<file path="config.mk">
export PLATFORM = sky130hd
export DESIGN_NAME = multicycle_cpu_control_fsm
export DESIGN_NICKNAME = d
export VERILOG_FILES = /design/src/rtl/core/mccf_pkg.sv /design/src/rtl/core/mccf_in_stage.sv /design/src/rtl/core/mccf_seq.sv /design/src/rtl/core/multicycle_cpu_control_fsm.sv
export SDC_FILE = /design/constraint.sdc
export NUM_CORES = 1
export LEC_CHECK = 0
export BUFFER_PORTS_ARGS = -buffer_cell sky130_fd_sc_hd__clkbuf_2
export CAP_MARGIN = 20
export CORE_MARGIN = 4
export CORE_UTILIZATION = 40
export DETAILED_ROUTE_END_ITERATION = 10
export PLACE_DENSITY_LB_ADDON = 0.12
export REMOVE_ABC_BUFFERS = 1
export SYNTH_ARGS = -nofsm -noshare
export SYNTH_HDL_FRONTEND = slang
export SYNTH_SLANG_ARGS = --single-unit
</file>
<file path="constraint.sdc">
create_clock -name clk -period 1.95 [get_ports clk]
set_input_delay 0.0975 -clock clk [delete_from_list [all_inputs] [get_ports clk]]
set_output_delay 0.0975 -clock clk [all_outputs]
set_load 0.01 [all_outputs]
</file>
<file path="src/rtl/core/mccf_pkg.sv">
// ---------------------------------------------------------------------------
// mccf_pkg
// Types and constants shared by the multicycle CPU control sequencer.
// ---------------------------------------------------------------------------
`default_nettype none

package mccf_pkg;

  localparam int OPCODE_W = 5;
  localparam int ADDR_W   = 9;

  // Opcodes decoded in the dispatch phase.
  localparam logic [OPCODE_W-1:0] OP_HALT  = 5'd0;
  localparam logic [OPCODE_W-1:0] OP_LOAD  = 5'd8;
  localparam logic [OPCODE_W-1:0] OP_STORE = 5'd9;
  localparam logic [OPCODE_W-1:0] OP_JUMP  = 5'd10;
  localparam logic [OPCODE_W-1:0] OP_JNEG  = 5'd11;
  localparam logic [OPCODE_W-1:0] OP_JZERO = 5'd12;

  // Bit positions inside each two-bit unit control field.
  localparam int CTL_EN = 0;
  localparam int CTL_WR = 1;

  typedef enum logic [3:0] {
    PH_FETCH      = 4'd0,
    PH_LOAD_IR    = 4'd1,
    PH_PIPE       = 4'd2,
    PH_NEXT       = 4'd3,
    PH_DISPATCH   = 4'd4,
    PH_EXEC_ALU   = 4'd5,
    PH_EXEC_STORE = 4'd6,
    PH_EXEC_JUMP  = 4'd7,
    PH_WRITEBACK  = 4'd8,
    PH_EXEC_LOAD  = 4'd9
  } phase_t;

  typedef struct packed {
    logic [OPCODE_W-1:0] opcode;
    logic                neg_flag;
    logic                zero_flag;
    logic [ADDR_W-1:0]   jump_address;
  } in_word_t;

  typedef struct packed {
    logic              pc_enable;
    logic              pc_load;
    logic [ADDR_W-1:0] jump_target;
    logic [1:0]        imem_ctl;
    logic [1:0]        ir_ctl;
    logic [1:0]        regbank_ctl;
    logic [1:0]        pipe_ctl;
    logic [1:0]        datamem_ctl;
    logic              clear_flags;
    logic              read_select;
    logic              write_select;
    logic              halted;
  } out_word_t;

  // Handshake between the input stage and the sequencer.
  typedef struct packed {
    logic     valid;
    in_word_t word;
  } item_t;

endpackage

`default_nettype wire

</file>
<file path="src/rtl/core/mccf_in_stage.sv">
// ---------------------------------------------------------------------------
// mccf_in_stage
// Input register: holds one accepted tick word until the sequencer takes it.
// ---------------------------------------------------------------------------
`default_nettype none

module mccf_in_stage (
  input  wire logic              clk,
  input  wire logic              rst_n,
  input  wire logic              in_valid,
  output logic                   in_ready,
  input  wire mccf_pkg::in_word_t in_data,
  output mccf_pkg::item_t        item,
  input  wire logic              take
);
  import mccf_pkg::*;

  logic     vld_r;
  logic     vld_nxt;
  in_word_t word_r;

  // A new word may enter when the register is empty or is being emptied now.
  assign in_ready = !vld_r || take;

  always_comb begin
    vld_nxt = vld_r;
    if (in_valid && in_ready) begin
      vld_nxt = 1'b1;
    end else if (take) begin
      vld_nxt = 1'b0;
    end
  end

  always_ff @(posedge clk) begin
    if (!rst_n) begin
      vld_r <= 1'b0;
    end else begin
      vld_r <= vld_nxt;
    end
  end

  always_ff @(posedge clk) begin
    if (in_valid && in_ready) begin
      word_r <= in_data;
    end
  end

  assign item.valid = vld_r;
  assign item.word  = word_r;

endmodule

`default_nettype wire

</file>
<file path="src/rtl/core/mccf_seq.sv">
// ---------------------------------------------------------------------------
// mccf_seq
// Ten-phase control sequencer with held strobes; the strobe register is
// also the result register.
// ---------------------------------------------------------------------------
`default_nettype none

module mccf_seq #(
  parameter logic [mccf_pkg::OPCODE_W-1:0] OP_MASK   = 5'h1F,
  parameter logic [mccf_pkg::ADDR_W-1:0]   ADDR_MASK = 9'h1FF
) (
  input  wire logic               clk,
  input  wire logic               rst_n,
  input  wire mccf_pkg::item_t    item,
  output logic                    take,
  output logic                    out_valid,
  input  wire logic               out_ready,
  output mccf_pkg::out_word_t     out_data
);
  import mccf_pkg::*;

  phase_t              phase_r, phase_nxt;
  logic                restart_r, restart_nxt;
  logic                out_valid_r, out_valid_nxt;
  out_word_t           out_r, out_nxt;
  logic [OPCODE_W-1:0] op;
  logic                taken;

  // The state only moves when the result register can take the new word.
  assign take = item.valid && (!out_valid_r || out_ready);
  assign op   = item.word.opcode & OP_MASK;

  always_comb begin
    phase_nxt   = phase_r;
    restart_nxt = restart_r;
    out_nxt     = out_r;
    taken       = 1'b0;
    if (!out_r.halted) begin
      unique case (phase_r)
        PH_FETCH: begin
          out_nxt.pc_enable        = 1'b1;
          out_nxt.imem_ctl[CTL_EN] = 1'b1;
          out_nxt.imem_ctl[CTL_WR] = 1'b0;
          phase_nxt                = PH_LOAD_IR;
        end
        PH_LOAD_IR: begin
          out_nxt.pc_enable        = 1'b0;
          out_nxt.imem_ctl[CTL_EN] = 1'b0;
          out_nxt.ir_ctl           = 2'b11;
          phase_nxt                = PH_PIPE;
        end
        PH_PIPE: begin
          if (restart_r) begin
            restart_nxt = 1'b0;
            phase_nxt   = PH_FETCH;
          end else begin
            out_nxt.ir_ctl[CTL_EN] = 1'b0;
            out_nxt.pipe_ctl       = 2'b11;
            phase_nxt              = PH_NEXT;
          end
        end
        PH_NEXT: begin
          out_nxt.pipe_ctl[CTL_EN] = 1'b0;
          out_nxt.pc_enable        = 1'b1;
          out_nxt.imem_ctl[CTL_EN] = 1'b1;
          out_nxt.imem_ctl[CTL_WR] = 1'b0;
          phase_nxt                = PH_DISPATCH;
        end
        PH_DISPATCH: begin
          out_nxt.pc_enable        = 1'b0;
          out_nxt.imem_ctl[CTL_EN] = 1'b0;
          out_nxt.ir_ctl           = 2'b11;
          unique case (op)
            OP_LOAD: begin
              out_nxt.read_select      = 1'b1;
              out_nxt.write_select     = 1'b1;
              out_nxt.regbank_ctl      = 2'b11;
              out_nxt.datamem_ctl[CTL_EN] = 1'b1;
              out_nxt.datamem_ctl[CTL_WR] = 1'b0;
              phase_nxt                = PH_EXEC_LOAD;
            end
            OP_STORE: begin
              out_nxt.regbank_ctl  = 2'b01;
              out_nxt.write_select = 1'b0;
              phase_nxt            = PH_EXEC_STORE;
            end
            OP_JUMP: begin
              taken     = 1'b1;
              phase_nxt = PH_EXEC_JUMP;
            end
            OP_JNEG: begin
              taken     = item.word.neg_flag;
              phase_nxt = PH_EXEC_JUMP;
            end
            OP_JZERO: begin
              taken     = item.word.zero_flag;
              phase_nxt = PH_EXEC_JUMP;
            end
            OP_HALT: begin
              out_nxt.halted = 1'b1;
            end
            default: begin
              out_nxt.read_select = 1'b0;
              out_nxt.regbank_ctl = 2'b01;
              phase_nxt           = PH_EXEC_ALU;
            end
          endcase
          if (taken) begin
            out_nxt.jump_target = item.word.jump_address & ADDR_MASK;
            out_nxt.pc_enable   = 1'b0;
            out_nxt.pc_load     = 1'b1;
            restart_nxt         = 1'b1;
            // Only the conditional jumps clear the ALU flags.
            if (op != OP_JUMP) begin
              out_nxt.clear_flags = 1'b1;
            end
          end
        end
        PH_EXEC_ALU: begin
          out_nxt.regbank_ctl    = 2'b11;
          out_nxt.ir_ctl[CTL_EN] = 1'b0;
          phase_nxt              = PH_WRITEBACK;
        end
        PH_EXEC_STORE: begin
          out_nxt.datamem_ctl    = 2'b11;
          out_nxt.ir_ctl[CTL_EN] = 1'b0;
          phase_nxt              = PH_WRITEBACK;
        end
        PH_EXEC_JUMP: begin
          out_nxt.pc_load     = 1'b0;
          out_nxt.clear_flags = 1'b0;
          phase_nxt           = PH_PIPE;
        end
        PH_WRITEBACK: begin
          out_nxt.regbank_ctl[CTL_EN] = 1'b0;
          out_nxt.datamem_ctl[CTL_EN] = 1'b0;
          out_nxt.ir_ctl[CTL_EN]      = 1'b0;
          phase_nxt                   = PH_PIPE;
        end
        PH_EXEC_LOAD: begin
          out_nxt.regbank_ctl = 2'b11;
          phase_nxt           = PH_WRITEBACK;
        end
        default: begin
          phase_nxt = PH_FETCH;
        end
      endcase
    end
  end

  always_comb begin
    out_valid_nxt = out_valid_r;
    if (take) begin
      out_valid_nxt = 1'b1;
    end else if (out_ready) begin
      out_valid_nxt = 1'b0;
    end
  end

  always_ff @(posedge clk) begin
    if (!rst_n) begin
      phase_r     <= PH_FETCH;
      restart_r   <= 1'b0;
      out_valid_r <= 1'b0;
      out_r       <= '0;
    end else begin
      out_valid_r <= out_valid_nxt;
      if (take) begin
        phase_r   <= phase_nxt;
        restart_r <= restart_nxt;
        out_r     <= out_nxt;
      end
    end
  end

  assign out_valid = out_valid_r;
  assign out_data  = out_r;

endmodule

`default_nettype wire

</file>
<file path="src/rtl/core/multicycle_cpu_control_fsm.sv">
// Path: a word goes through the input register, then the strobe register, to the output.
// Throughput: one word per cycle while out_ready holds; the input register and the
// strobe register each take a new word in the cycle the previous one moves on.
// Reset: synchronous, active low; phase returns to fetch, every strobe,
// the jump target and the halt flag clear, and both registers empty.
// ---------------------------------------------------------------------------
// multicycle_cpu_control_fsm
// Top level of the control sequencer for a small multicycle processor.
// ---------------------------------------------------------------------------
`default_nettype none

module multicycle_cpu_control_fsm #(
  parameter int ADDR_BITS   = 9,
  parameter int OPCODE_BITS = 5
) (
  input  wire logic                clk,
  input  wire logic                rst_n,
  input  wire logic                in_valid,
  output logic                     in_ready,
  input  wire mccf_pkg::in_word_t  in_data,
  output logic                     out_valid,
  input  wire logic                out_ready,
  output mccf_pkg::out_word_t      out_data
);
  import mccf_pkg::*;

  // Opcode and target are reduced to the configured widths.
  localparam logic [OPCODE_W-1:0] OP_MASK = (OPCODE_BITS >= OPCODE_W) ?
      {OPCODE_W{1'b1}} : OPCODE_W'((1 << OPCODE_BITS) - 1);
  localparam logic [ADDR_W-1:0] ADDR_MASK = (ADDR_BITS >= ADDR_W) ?
      {ADDR_W{1'b1}} : ADDR_W'((1 << ADDR_BITS) - 1);

  item_t item;
  logic  take;

  mccf_in_stage u_in_stage (
    .clk      (clk),
    .rst_n    (rst_n),
    .in_valid (in_valid),
    .in_ready (in_ready),
    .in_data  (in_data),
    .item     (item),
    .take     (take)
  );

  mccf_seq #(
    .OP_MASK   (OP_MASK),
    .ADDR_MASK (ADDR_MASK)
  ) u_seq (
    .clk       (clk),
    .rst_n     (rst_n),
    .item      (item),
    .take      (take),
    .out_valid (out_valid),
    .out_ready (out_ready),
    .out_data  (out_data)
  );

endmodule

`default_nettype wire

</file>
==> impl_metrics.py, run 1 <==
metrics = {
    "outcome": {
        "status": "complete, no violations",
    },
    "sta": {
        "hold_ws_ns": 0.0345,
        "tns_ns": 0,
        "timing.fmax_mhz": 557,
        "rsz0062_at_grt": "false",
        "max_slew_margin": 0.487,
        "skew_ns": 0.00275,
        "worstMarginPinSlew_ns": 0.768,
        "hold_viol": 0,
        "slew_violations": 0,
        "setup_violations": 0,
        "fin_ws_ns": 0.154,
        "fin_crit_ns": 1.80,
        "final.period_utilization": 0.921,
    },
    "grt": {
        "grt-ovfl-total": 0,
        "top_usage_layer": "met2",
        "grt_max_degree": 24,
        "antenna_found_initial": 0,
        "grt_pass1_wl_um": 7510,
        "use_met3": 0.0372,
        "grt_pass1_vias": 1624,
        "grt_use_met2": 0.244,
        "grt_util_all_layers": 0.150,
        "grtUsageMet1": 0.200,
    },
    "floorplan": {
        "rows": 25,
        "fp.dieW_um": 79.5,
        "initial_core_util": 0.421,
        "core_area_mm2": 0.00485,
        "ios": 47,
        "die_h_um": 79.5,
        "die_area_mm2": 0.00632,
    },
    "placed_design": {
        "io_buffers": 45,
        "post-place-ws_ns": 0.173,
        "place_hpwl_um": 3150,
        "finalWeightedCongestion": 0.812,
    },
    "synth": {
        "yosysWarnings": 0,
        "synth_cell_types": 54,
        "yosysTopAreaCellShare": 0.304,
        "synth_edf_count": 16,
        "yosysSeqAreaShare": 0.539,
        "synth_area_mm2": 0.00204,
        "synth_area_per_cell_um2": 10.2,
        "syn_inst": 200,
        "synthTopCellsByArea": "dfxtp_1, edfxtp_1, mux2i_1",
        "synth_ff_type": "dfxtp_1",
        "synth_seq_cells": 47,
        "postSynth.asyncResetShare": 0,
        "yosysTopAreaCell": "dfxtp_1",
    },
    "cts": {
        "path_clk_slew_ns": 0.09,
        "clk_path_buf_depth": 2,
        "clock_latency_ns": 0.29,
        "cts_hold_buf": 16,
        "tritoncts": "built",
        "cts_setup_buffers": 0,
        "numCtsBuffers": 5,
        "htree_levels": 2,
        "clock-sinks": 47,
        "root_buffer": "clkbuf_8",
        "cts_resized": 0,
    },
    "pwr": {
        "p_leak_nw": 1.13,
        "ir_drop_uv": 492,
        "pwr_density_cell_mw_per_mm2": 687,
    },
    "setup_path": {
        "crit_family": "simple AND/OR/NAND/NOR gates",
        "path_buf_inv": 1,
        "startpoint_type": "flip-flop",
        "cpPeakStageDelay_ns": 0.49,
        "crit_chain": "nor2_4, or4b_1, buf_4, a31o_2, a21oi_1, nor2_1",
        "arrival_ns": 1.97,
        "cpMaxStageDelayCell": "or4b_1",
        "critPathRequiredTime_ns": 2.13,
        "critical_path_class": "flip-flop to flip-flop",
        "path_max_fanout": 5,
        "end_kind": "flip-flop",
    },
    "routing": {
        "via_per_inst": 4.94,
        "wire_per_inst_um": 13.0,
        "num_vias": 1659,
        "remaining_drc_errors": 0,
        "ant_nets": 0,
        "dr.pass1.iters": 4,
        "routed_wl_um": 4360,
        "initialDrtViolationCount": 152,
    },
    "final_layout": {
        "nNetsFinal": 288,
        "area_delta_synth_final_pct": 28.4,
        "antenna_cells": 0,
        "fillers": 442,
        "final_common_cell": "clkbuf_2",
        "drive_gt1_frac": 0.286,
        "final_cell_mix": "clkbuf_2, dfxtp_1, nor2_1",
    },
    "run": {
        "drv_cap": 0,
    },
    "min_path": {
        "hp-class": "primary input to flip-flop",
    },
}
[area by class of cell]
cell class                      instances  area (µm²)  area share
Timing Repair Buffer                   75         490       0.187
Sequential cell                        47        1100       0.420
Tap cell                               67        83.8      0.0320
Multi-Input combinational cell        135         846       0.322
Inverter                                4        15.0     0.00572
Clock inverter                          3        18.8     0.00715
Clock buffer                            5        68.8      0.0262
[tightest hold or removal path, cell delays in order]
cell      delay (ns)
clkbuf_2        0.09
a21oi_1         0.04
nor2_1          0.07
[sequential cells by signal (all words and copies together) (netlist names)]
| name | cells |
|---|---|
| u_seq.out_valid | 1 |
| u_in_stage.item | 16 |
| u_in_stage.vld_r | 1 |
| u_seq.out_data | 24 |
| u_seq.phase_r | 4 |
| u_seq.restart_r | 1 |
[synthesized netlist by cell type, types with 2 or more instances]
master and number:
nand4_1 4, a311oi_1 2, or3_1 2, nor2_1 23
nand2_1 16, xnor2_1 2, edfxtp_1 16, mux2i_1 11
buf_6 3, nor2b_1 5, dfxtp_1 31, nand2b_1 3
buf_2 2, a31oi_1 5, inv_1 4, a21oi_1 11
clkbuf_1 8, nand3_1 5, nor3_1 4, o21ai_0 9
[layer usage]
metal / wire length [µm] / share of wire
met2: 2160 / 0.50
met5: 0 / 0
met1: 1990 / 0.46
met4: 14 / 0.0032
met3: 182 / 0.042
[cells by family (layout without fill, tap and decap cells)]
kind of cell / count (synthesis) / in the layout / synth area share
compound gates: 44 / 44 / 0.146
mux: 11 / 11 / 0.0539
buf+inv: 18 / 87 / 0.0472
flops: 47 / 47 / 0.539
simple gates: 77 / 77 / 0.203
other cells: 1 / 1 / 0.00184
xor+xnor: 2 / 2 / 0.00857
[through the flow]
stage / cells / cell area [µm²] / utilization / power, W
CTS: 336 / 2620 / 0.541 / 0.00182
detailed placement: 312 / 2380 / 0.490 / 0.00122
global route: 336 / 2620 / 0.541 / 0.00189
finish: 336 / 2620 / 0.541 / 0.00180
floorplan: 186 / 1960 / - / 0.00115
global placement: 312 / 2380 / 0.490 / 0.00122
[where the power goes]
part           switching, W  total (W)  internal [W]
logic             0.0000865   0.000167     0.0000801
registers         0.0000145    0.00106       0.00104
clock network      0.000325   0.000578      0.000253
[path summary, 6_finish.rpt]
path,from,to,slack (ns),cells past startpoint
max,u_in_stage.item[11],u_seq.out_data[8],0.15,6
min,in_valid,u_in_stage.vld_r,0.03,3
max reg2reg,u_in_stage.item[11],u_seq.out_data[8],0.15,6
min reg2reg,u_seq.out_data[7],u_seq.out_data[7],0.46,2
No activity file was read; power rests on OpenSTA's default activity.
==> inputs of run 2 (changes only) <==
- CELL_PAD_IN_SITES_DETAIL_PLACEMENT: not set -> 2
- CELL_PAD_IN_SITES_GLOBAL_PLACEMENT: not set -> 2
- CORE_UTILIZATION: 40 -> 33
==> impl_metrics.py, run 2 (synthesis results as in run 1) <==
metrics = {
    "outcome": {
        "status": "complete, no violations",
    },
    "grt": {
        "grt_util_all_layers": 0.169,
        "grt_max_degree": 24,
        "antenna_found_initial": 0,
        "grt_pass1_wl_um": 9960,
        "grt_pass1_vias": 1970,
        "grt-ovfl-total": 0,
    },
    "sta": {
        "final.period_utilization": 0.959,
        "tns_ns": 0,
        "fin_ws_ns": 0.0804,
        "fin_crit_ns": 1.87,
        "max_slew_margin": 0.438,
        "hold_viol": 0,
        "worstMarginPinSlew_ns": 0.842,
        "slew_violations": 0,
        "timing.fmax_mhz": 535,
        "setup_violations": 0,
        "skew_ns": 0.00722,
    },
    "routing": {
        "met2_wirelength_um": 3070,
        "via_per_inst": 5.16,
        "dr_wl_met3_um": 237,
        "remaining_drc_errors": 0,
        "initialDrtViolationCount": 91,
        "num_vias": 1787,
        "ant_nets": 0,
        "topRoutingLayerUsed": "met4",
        "routed_wl_um": 5880,
        "met1Wirelength_um": 2510,
        "wire_per_inst_um": 17.0,
        "dr.pass1.iters": 4,
    },
    "cts": {
        "clock-sinks": 47,
        "root_buffer": "clkbuf_8",
        "htree_levels": 2,
        "clk_path_buf_depth": 2,
        "numCtsBuffers": 5,
        "tritoncts": "built",
        "path_clk_slew_ns": 0.10,
        "clock_latency_ns": 0.31,
    },
    "floorplan": {
        "die_area_mm2": 0.00751,
        "initial_core_util": 0.343,
        "ios": 47,
        "rows": 28,
        "fp.dieW_um": 86.7,
        "core_area_mm2": 0.00596,
        "die_h_um": 86.7,
    },
    "setup_path": {
        "critPathRequiredTime_ns": 2.11,
        "cpMaxStageDelayCell": "or3_1",
        "path_max_fanout": 10,
        "crit_chain": "nand2b_2, or3_1, a211o_4, buf_12, mux2i_1, nor2_1",
        "path_buf_inv": 1,
        "startpoint_type": "flip-flop",
        "arrival_ns": 2.03,
        "end_kind": "flip-flop",
        "critical_path_class": "flip-flop to flip-flop",
        "rrSetupSlack_ns": 0.08,
        "cpPeakStageDelay_ns": 0.42,
        "crit_family": "simple AND/OR/NAND/NOR gates",
    },
    "pwr": {
        "pwr_density_cell_mw_per_mm2": 734,
        "switchingPower_w": 0.000471,
        "intPower_w": 0.00152,
        "p_seq_frac": 0.533,
        "p_comb_frac": 0.091,
        "ir_drop_uv": 478,
        "p_sw_frac": 0.237,
        "clockPowerShare": 0.376,
        "p_leak_nw": 1.16,
    },
    "final_layout": {
        "antenna_cells": 0,
        "area_delta_synth_final_pct": 32.6,
        "drive_gt1_frac": 0.303,
        "final_common_cell": "clkbuf_2",
        "fillers": 634,
        "final_cell_mix": "clkbuf_2, dfxtp_1, nor2_1",
        "largest_reg_flops": 24,
        "nNetsFinal": 290,
    },
    "placed_design": {
        "post-place-ws_ns": 0.0663,
        "finalWeightedCongestion": 0.820,
        "place_hpwl_um": 4170,
        "io_buffers": 45,
    },
    "min_path": {
        "hp-class": "primary input to flip-flop",
    },
    "run": {
        "drv_cap": 0,
    },
}
run 2: cell count changes in the layout (fill, tap and decap cells not counted), sizes merged:
cell / before / now
bufinv: 0 / 1
buf: 14 / 16
clkinv: 2 / 1
run 2: worst reg2reg max path, delay by kind of cell, from the launching register on:
family	cells	cell delay, ns
buffers and inverters	1	0.16
muxes	1	0.19
AOI/OAI and AO/OA	1	0.34
DFF	1	0.32
and+or+nand+nor	3	0.71
run 2: through the flow:
stage | total power (W) | area (µm²) | hold WS (ns) | cells | utilization
after floorplan | 0.00115 | 1960 | 0.196 | 186 | -
after CTS | 0.00201 | 2670 | 0.0203 | 343 | 0.448
after global routing | 0.00209 | 2710 | 0.0612 | 346 | 0.455
after detailed placement | 0.00123 | 2390 | 0.276 | 319 | 0.401
final | 0.00199 | 2710 | 0.0281 | 346 | 0.455
after global placement | 0.00122 | 2390 | 0.274 | 319 | 0.401
run 2: final timing paths:
check                    startpoint            endpoint  depth (start not counted)
setup reg to reg   u_seq.phase_r[0]  u_seq.out_data[22]                          6
setup / recovery   u_seq.phase_r[0]  u_seq.out_data[22]                          6
hold / removal             in_valid    u_in_stage.vld_r                          3
hold reg to reg   u_seq.out_data[4]   u_seq.out_data[4]                          2
run 2: power by group through the flow:
stage	logic, W	clock network, W	registers [W]
floorplan	0.0000679	0	0.00109
global placement	0.000141	0	0.00108
detailed placement	0.000150	0	0.00108
global route	0.000202	0.000820	0.00106
CTS	0.000176	0.000772	0.00106
finish	0.000182	0.000747	0.00106
run 2: layer usage:
layer | GRT usage | up-vias
met3 | 0.0342 | 6
li1 | - | 860
met1 | 0.211 | 885
met2 | 0.293 | 36
met5 | 0 | -
met4 | 0.0482 | 0
run 2: layout make-up:
cell class	count	area [µm²]	area share
Multi-Input combinational cell	135	865	0.319
Clock buffer	5	68.8	0.0254
Inverter	4	15.0	0.00554
Sequential cell	47	1100	0.406
Timing Repair Buffer	77	518	0.191
Tap cell	75	93.8	0.0346
Clock inverter	3	47.5	0.0176
run 2: timing repair:
item | in CTS | in global routing
hold endpoints to repair | 16 | 0
setup buffers | 0 | 3
setup endpoints to repair | 0 | 6
resized for setup | 0 | 3
hold buffers | 16 | 0
==> inputs of run 3 (changes only) <==
- CORE_ASPECT_RATIO: not set -> 0.75
- CORE_UTILIZATION: 33 -> 34
- CTS_BUF_LIST: not set -> sky130_fd_sc_hd__clkbuf_8
==> impl_metrics.py, run 3 (synthesis results as in run 1) <==
metrics = {
    "outcome": {
        "status": "complete, no violations",
    },
    "grt": {
        "grt_pass1_vias": 1859,
        "grt_util_all_layers": 0.161,
        "grt_pass1_wl_um": 9230,
        "grt_max_degree": 24,
        "grt-ovfl-total": 0,
        "antenna_found_initial": 0,
    },
    "routing": {
        "num_vias": 1751,
        "via_per_inst": 4.99,
        "ant_nets": 0,
        "wire_per_inst_um": 16.3,
        "dr.pass1.iters": 4,
        "remaining_drc_errors": 0,
        "routed_wl_um": 5730,
        "initialDrtViolationCount": 92,
    },
    "floorplan": {
        "fp.dieW_um": 97.5,
        "core_area_mm2": 0.00583,
        "die_area_mm2": 0.00733,
        "die_h_um": 75.1,
        "ios": 47,
        "rows": 24,
        "initial_core_util": 0.351,
    },
    "setup_path": {
        "arrival_ns": 2.07,
        "end_kind": "flip-flop",
        "cpPeakStageDelay_ns": 0.47,
        "cpMaxStageDelayCell": "edfxtp_1",
        "critPathRequiredTime_ns": 2.15,
        "critical_path_class": "flip-flop to flip-flop",
        "crit_chain": "buf_4, buf_4, xnor2_1, a311oi_1, a311o_1, a311oi_1",
        "crit_family": "compound AO/OA/AOI/OAI gates",
        "path_max_fanout": 4,
        "startpoint_type": "flip-flop",
        "path_buf_inv": 2,
    },
    "cts": {
        "htree_levels": 2,
        "numCtsBuffers": 5,
        "clock-sinks": 47,
        "clk_path_buf_depth": 2,
        "path_clk_slew_ns": 0.09,
        "root_buffer": "clkbuf_8",
        "clock_latency_ns": 0.30,
        "tritoncts": "built",
    },
    "final_layout": {
        "final_cells": 351,
        "drive_gt1_frac": 0.297,
        "area_delta_synth_final_pct": 33.6,
        "design_area_mm2": 0.00273,
        "fillers": 633,
        "postLayoutCoreUtil": 0.468,
        "nNetsFinal": 292,
        "final_common_cell": "clkbuf_2",
        "final_cell_mix": "clkbuf_2, dfxtp_1, nor2_1, buf_4",
        "antenna_cells": 0,
        "largest_reg_flops": 24,
    },
    "pwr": {
        "pwr_density_cell_mw_per_mm2": 761,
        "p_leak_nw": 1.18,
        "ir_drop_uv": 428,
    },
    "sta": {
        "slew_violations": 0,
        "tns_ns": 0,
        "hold_viol": 0,
        "skew_ns": 0.00591,
        "worstMarginPinSlew_ns": 0.851,
        "final.period_utilization": 0.959,
        "fin_crit_ns": 1.87,
        "timing.fmax_mhz": 535,
        "setup_violations": 0,
        "rsz0062_at_grt": "false",
        "max_slew_margin": 0.432,
        "fin_ws_ns": 0.0793,
    },
    "run": {
        "drv_cap": 0,
    },
    "placed_design": {
        "io_buffers": 45,
        "post-place-ws_ns": 0.0468,
        "dpl_cell_area_mm2": 0.00242,
        "place_hpwl_um": 4060,
        "finalWeightedCongestion": 0.757,
        "place_inst": 325,
    },
    "min_path": {
        "hp-class": "primary input to flip-flop",
    },
}
## run 3: final timing paths
kind	from	end	slack [ns]	cells past startpoint
setup / recovery	u_in_stage.item[13]	u_seq.phase_r[1]	0.08	6
hold / removal	in_valid	u_in_stage.vld_r	0.04	3
setup reg to reg	u_in_stage.item[13]	u_seq.phase_r[1]	0.08	6
hold reg to reg	u_seq.out_data[7]	u_seq.out_data[7]	0.46	2
## run 3: layer usage
| layer | wire [µm] | track usage |
|---|---|---|
| met4 | 48 | 0.0461 |
| met5 | 0 | 0 |
| met2 | 2780 | 0.277 |
| met3 | 189 | 0.0343 |
| met1 | 2710 | 0.208 |
## run 3: repair_timing
| item | 4_1_cts | 5_1_grt |
|---|---|---|
| hold buffers | 16 | 0 |
| setup endpoints to repair | 0 | 4 |
| setup buffers | 0 | 2 |
| endpoints found under the hold margin | 16 | 0 |
| resized for setup | 0 | 1 |
## run 3: final cells by class
class | instances | area (µm²) | share of cell area
repair buffers | 79 | 533 | 0.195
clock inverters | 3 | 63.8 | 0.0234
inverters | 4 | 15.0 | 0.00550
well taps | 78 | 97.6 | 0.0358
multi-input cells | 135 | 850 | 0.311
clock buffers | 5 | 68.8 | 0.0252
flip-flops and latches | 47 | 1100 | 0.403
## run 3: report_power, final
| part | switching (W) | internal, W | leakage (nW) |
|---|---|---|---|
| clock network | 0.000332 | 0.000507 | 0.0695 |
| logic | 0.0000950 | 0.0000846 | 0.704 |
| registers | 0.0000156 | 0.00104 | 0.407 |
## run 3: stage by stage
| stage | hold WS (ns) | total power (W) |
|---|---|---|
| final | 0.0442 | 0.00208 |
| after global routing | 0.0579 | 0.00217 |
| after CTS | 0.0375 | 0.00210 |
| after detailed placement | 0.277 | 0.00123 |
| after global placement | 0.274 | 0.00123 |
| after floorplan | 0.196 | 0.00115 |
## run 3: tightest hold or removal path: stages
cell	delay, ns
clkbuf_2	0.09
a21oi_1	0.04
nor2_1	0.07
